## src/design/bpo_pkg.sv

```systemverilog
package bpo_pkg;

   localparam int OFFSET_W        = 40;
   localparam int VALUE_W         = 8;
   localparam int STATUS_W        = 2;
   localparam int SECTOR_COUNT_W  = 30;
   localparam int CSR_DATA_W      = 32;
   localparam int CSR_ADDR_W      = 2;

   localparam int TABLE_DEPTH_DEF  = 256;
   localparam int SECTOR_BYTES_DEF = 2048;

   // Match reduction: 16 children per node, one register per level.
   localparam int RED_FANIN_LOG = 4;
   localparam int MATCH_W       = VALUE_W + 1;

   localparam logic [CSR_ADDR_W-1:0] CSR_SECTOR_COUNT_ADDR = 2'd0;

   localparam logic [STATUS_W-1:0] ST_ADDED    = 2'd0;
   localparam logic [STATUS_W-1:0] ST_REPLACED = 2'd1;
   localparam logic [STATUS_W-1:0] ST_OUTSIDE  = 2'd2;
   localparam logic [STATUS_W-1:0] ST_FULL     = 2'd3;

   typedef struct packed {
      logic                mode;
      logic [OFFSET_W-1:0] byte_offset;
      logic [VALUE_W-1:0]  byte_value;
   } req_type;

   typedef struct packed {
      logic [VALUE_W-1:0]  data_out;
      logic                was_patched;
      logic [STATUS_W-1:0] load_status;
   } rsp_type;

   // Broadcast from the controller to every cell of the chain.
   typedef struct packed {
      logic                insert;
      logic                replace;
      logic [OFFSET_W-1:0] key;
      logic [VALUE_W-1:0]  value;
   } cmd_type;

   typedef enum logic [1:0] {
      S_IDLE,
      S_CMP,
      S_RED,
      S_COMMIT
   } state_type;

   function automatic int red_count(int n, int lvl);
      return (n + (1 << (RED_FANIN_LOG * lvl)) - 1) >> (RED_FANIN_LOG * lvl);
   endfunction

   function automatic int red_levels(int n);
      int lvl;
      lvl = 1;
      for (int i = 0; i < 8; i++) begin
         if ((1 << (RED_FANIN_LOG * lvl)) < n) begin
            lvl = lvl + 1;
         end
      end
      return lvl;
   endfunction

   // Position of the first node of a level in the flat node store.
   function automatic int red_base(int n, int lvl);
      int sum;
      sum = 0;
      for (int m = 1; m < lvl; m++) begin
         sum = sum + red_count(n, m);
      end
      return sum;
   endfunction

endpackage

```

## src/design/bpo_cell.sv

```systemverilog
module bpo_cell #(
   parameter int INDEX = 0,
   parameter int CNT_W = 9
) (
   input  logic                           clock,
   input  bpo_pkg::cmd_type               cmd,
   input  logic [CNT_W-1:0]               count,
   input  logic [bpo_pkg::OFFSET_W-1:0]   left_offset,
   input  logic [bpo_pkg::VALUE_W-1:0]    left_val,
   input  logic                           left_gt,
   output logic [bpo_pkg::OFFSET_W-1:0]   entry_offset,
   output logic [bpo_pkg::VALUE_W-1:0]    entry_value,
   output logic                           gt,
   output logic [bpo_pkg::MATCH_W-1:0]    match
);

   logic [bpo_pkg::OFFSET_W-1:0] offset_ff, offset_in;
   logic [bpo_pkg::VALUE_W-1:0]  value_ff, value_in;
   logic                         gt_ff, gt_in;
   logic                         eq_ff, eq_in;
   logic                         occupied;

   // An entry past the fill count acts as an offset above every key.
   always_comb begin
      occupied = CNT_W'(INDEX) < count;
      gt_in    = !occupied || (offset_ff > cmd.key);
      eq_in    = occupied && (offset_ff == cmd.key);
   end

   // Shift right from the insertion point on; the first greater cell takes the key.
   always_comb begin
      offset_in = offset_ff;
      value_in  = value_ff;
      if (cmd.replace && eq_ff) begin
         value_in = cmd.value;
      end else if (cmd.insert && gt_ff) begin
         if (left_gt) begin
            offset_in = left_offset;
            value_in  = left_val;
         end else begin
            offset_in = cmd.key;
            value_in  = cmd.value;
         end
      end
   end

   always_ff @(posedge clock) begin
      offset_ff <= offset_in;
      value_ff  <= value_in;
      gt_ff     <= gt_in;
      eq_ff     <= eq_in;
   end

   assign entry_offset = offset_ff;
   assign entry_value  = value_ff;
   assign gt           = gt_ff;
   assign match        = {eq_ff, value_ff & {bpo_pkg::VALUE_W{eq_ff}}};

endmodule

```

## config.mk

```make
export PLATFORM = sky130hd
export DESIGN_NAME = bpo_cell
export DESIGN_NICKNAME = d
export VERILOG_FILES = /design/src/design/bpo_pkg.sv /design/src/design/bpo_cell.sv
export SDC_FILE = /design/constraint.sdc
export NUM_CORES = 1
export LEC_CHECK = 0
export BUFFER_PORTS_ARGS = -buffer_cell sky130_fd_sc_hd__buf_4
export CAP_MARGIN = 20
export CORE_AREA = 2 2 66 130
export DETAILED_ROUTE_END_ITERATION = 8
export DIE_AREA = 0 0 68 132
export HOLD_SLACK_MARGIN = 0.08
export PLACE_DENSITY = 0.81
export SYNTH_ARGS = -nofsm -noshare
export SYNTH_HDL_FRONTEND = slang
export SYNTH_SLANG_ARGS = --single-unit
```

## constraint.sdc

```tcl
create_clock -name clock -period 3.6 [get_ports clock]
set_input_delay 0.18 -clock clock [delete_from_list [all_inputs] [get_ports clock]]
set_output_delay 0.18 -clock clock [all_outputs]
set_load 0.01 [all_outputs]
```

==> impl_metrics.py <==
metrics = {
    "logic_synthesis": {
        "ys_seq_elements": 50,
        "yosysSeqAreaShare_pct": 47.8,
        "yosysMostFrequentCell": "edfxtp_1",
        "synthCells": 303,
        "ys_types": 34,
        "mappedNetlistNets": 452,
        "yosys_warnings": 0,
        "yosys-top-cells-count": "edfxtp_1, nand2_1, o21ai_0",
        "async_flop_share_pct": 0,
        "syn_area_per_cell_um2": 10.2,
        "synth_area_um2": 3100,
        "ys.flop_type": "edfxtp_1",
        "netlist_top_cells_area": "edfxtp_1, ha_1, o21ai_0",
        "synth_top_area_share_pct": 46.5,
        "synth_edf_count": 48,
        "synth_largest_area_cell": "edfxtp_1",
    },
    "global_route": {
        "grt_overflow": 0,
        "grt_pass1_wl_mm": 14.0,
        "grt_max_degree": 81,
        "grt_pass1_vias": 2993,
        "antenna_found_initial": 0,
        "track_usage_pct": 20.8,
    },
    "critical_path": {
        "crit_top_cell": "nor4_1",
        "rrSetupSlack_ps": 1490,
        "cp_cell_sequence": "ha_1 -> nand4_1 -> nor4_1 -> nand2_1 -> nor4_1 -> a31oi_1",
        "startpoint_type": "register",
        "end_kind": "register",
        "worst_ep_arrival_time_ps": 2270,
        "slowest_stage": "nor4_1",
        "critical_path.max_stage_delay_ps": 530,
        "worstRegToRegCells": 6,
        "path_class": "register to register",
        "timing.rr.end": "gt$_DFF_P_",
        "cp_max_fo": 4,
        "reg2reg_from": "entry_offset[22]$_DFFE_PP_",
        "worstPathRequired_ps": 3760,
    },
    "die": {
        "dieWidth_um": 68,
        "ioPinCount": 167,
        "dieArea_um2": 8980,
        "start_util_pct": 39.1,
        "rows": 46,
        "fp.coreArea_um2": 7940,
        "fp.dieH_um": 132,
    },
    "placement": {
        "dpl.hpwl_mm": 7.36,
        "pre_cts_slack_ps": 1510,
        "place.gp.congestion": 0.776,
        "port_buffers": 166,
        "placed_area_um2": 4440,
        "dp.cells": 555,
    },
    "worst_hold_path": {
        "hold_depth": 3,
        "hp-class": "input port to register",
        "worstHoldStart": "left_offset[7]",
        "worstHoldEndpoint": "entry_offset[7]$_DFFE_PP_",
    },
    "sta": {
        "hold_violations": 0,
        "holdWs_ps": 163,
        "setup_violations": 0,
        "timing.setup.tns_ps": 0,
        "rsz0062_at_grt": "no",
        "fin_crit_ps": 2110,
        "max_freq_mhz": 473,
        "clock_skew_ps": 4.85,
        "worstMarginPinSlew_ps": 729,
        "post-route-period-util_pct": 58.7,
        "slew_headroom_pct": 51.3,
        "slew_viol_final": 0,
        "final.setup.worst_slack_ps": 1490,
    },
    "detailed_routing": {
        "wl_per_cell_um": 16.0,
        "dr.pass1.iters": 4,
        "drt_iter0_markers": 106,
        "drtAntennaViolNets": 0,
        "via_per_inst": 5.06,
        "wl_mm": 9.02,
        "vias": 2851,
        "post-route-drc-count": 0,
    },
    "final_layout": {
        "layoutNonFillerInstCount": 563,
        "syn_to_final_growth_pct": 49.3,
        "diodes": 0,
        "final_cell_area_um2": 4630,
        "nFillCells": 699,
        "post_route_cells_drive_above_1_share_pct": 40.7,
        "register_area_um2": 1480,
        "nets": 615,
        "fin_util_pct": 58.3,
        "multi_input_area_um2": 1440,
    },
    "clocking": {
        "post-cts-setup-buffer-count": 0,
        "cts_resized": 0,
        "cts_sinks": 50,
        "tritoncts": "done",
        "clkTransAtPathRegs_ps": 70,
        "root_buffer": "clkbuf_16",
        "h-tree-depth": 2,
        "clock_latency_ps": 300,
        "cts_buffer_depth": 2,
        "postCtsHoldBufs": 0,
        "cts_made_buffers": 5,
    },
    "power_and_ir_drop": {
        "vdd_drop_max_uv": 254,
        "p_leak_nw": 2.23,
        "finalPower_mw": 1.67,
        "power_density_nw_per_um2": 360,
    },
    "outcome": {
        "status": "complete, no violations",
    },
    "flow_run": {
        "cap_violations": 0,
    },
}
flip-flops by register name (all words and copies together) (netlist names):
signal,cells
entry_value,8
eq_ff,1
entry_offset,40
gt,1
logic make-up after synthesis:
logic type	after synthesis	synth area share, %
compound gates	74	13.4
fa+ha+maj	40	16.1
buf+inv	51	6.29
flops	50	47.8
mux	9	3.27
simple gates	79	13.1
layer usage:
layer	vias up	track usage, %	part of all wire, %	wire, um
met5	-	0	0	0
met4	0	9.22	3.3	299
met3	21	4.10	5.1	459
li1	1407	-	-	-
met2	97	39.6	59	5350
met1	1326	19.9	32	2910
cell usage in the layout, fill, tap and decap left out, drive strengths merged, types with 4 or more instances in the layout:
| cell type | n |
|---|---|
| a21o | 5 |
| a21oi | 15 |
| and2 | 9 |
| buf | 167 |
| clkbuf | 5 |
| edfxtp | 48 |
| ha | 40 |
| inv | 40 |
| mux2 | 9 |
| nand2 | 46 |
| nand3 | 4 |
| nand4 | 10 |
| nor4 | 4 |
| o21ai | 43 |
final cells by class:
cell class	count	share of cell area (%)
multi-input cells	202	31.0
inverters	40	3.24
well taps	96	2.59
repair buffers	167	27.1
clock buffers	5	2.70
flip-flops and latches	50	32.0
clock inverters	3	1.38
worst max-delay path, delay by kind of cell (launching register included):
family                   cells  cell delay [ps]
AND/OR/NAND/NOR              4             1160
adder cells (fa/ha/maj)      1              320
flip-flops                   1              400
AO/OA/AOI/OAI                1              100
worst max path at each step:
stage,from,slack (ps),end
floorplan,gt$_DFF_P_,730,entry_offset[0]$_DFFE_PP_
global placement,entry_offset[21]$_DFFE_PP_,1540,gt$_DFF_P_
detailed placement,entry_offset[21]$_DFFE_PP_,1510,gt$_DFF_P_
CTS,entry_offset[21]$_DFFE_PP_,1490,gt$_DFF_P_
global route,entry_offset[22]$_DFFE_PP_,1280,gt$_DFF_P_
finish,entry_offset[22]$_DFFE_PP_,1490,gt$_DFF_P_
power breakdown:
| part | switching, mW | internal (mW) | total [mW] |
|---|---|---|---|
| sequential | 0.0203 | 0.689 | 0.709 |
| clock | 0.212 | 0.396 | 0.608 |
| combinational | 0.167 | 0.183 | 0.350 |
No activity file was read; power rests on OpenSTA's default activity.
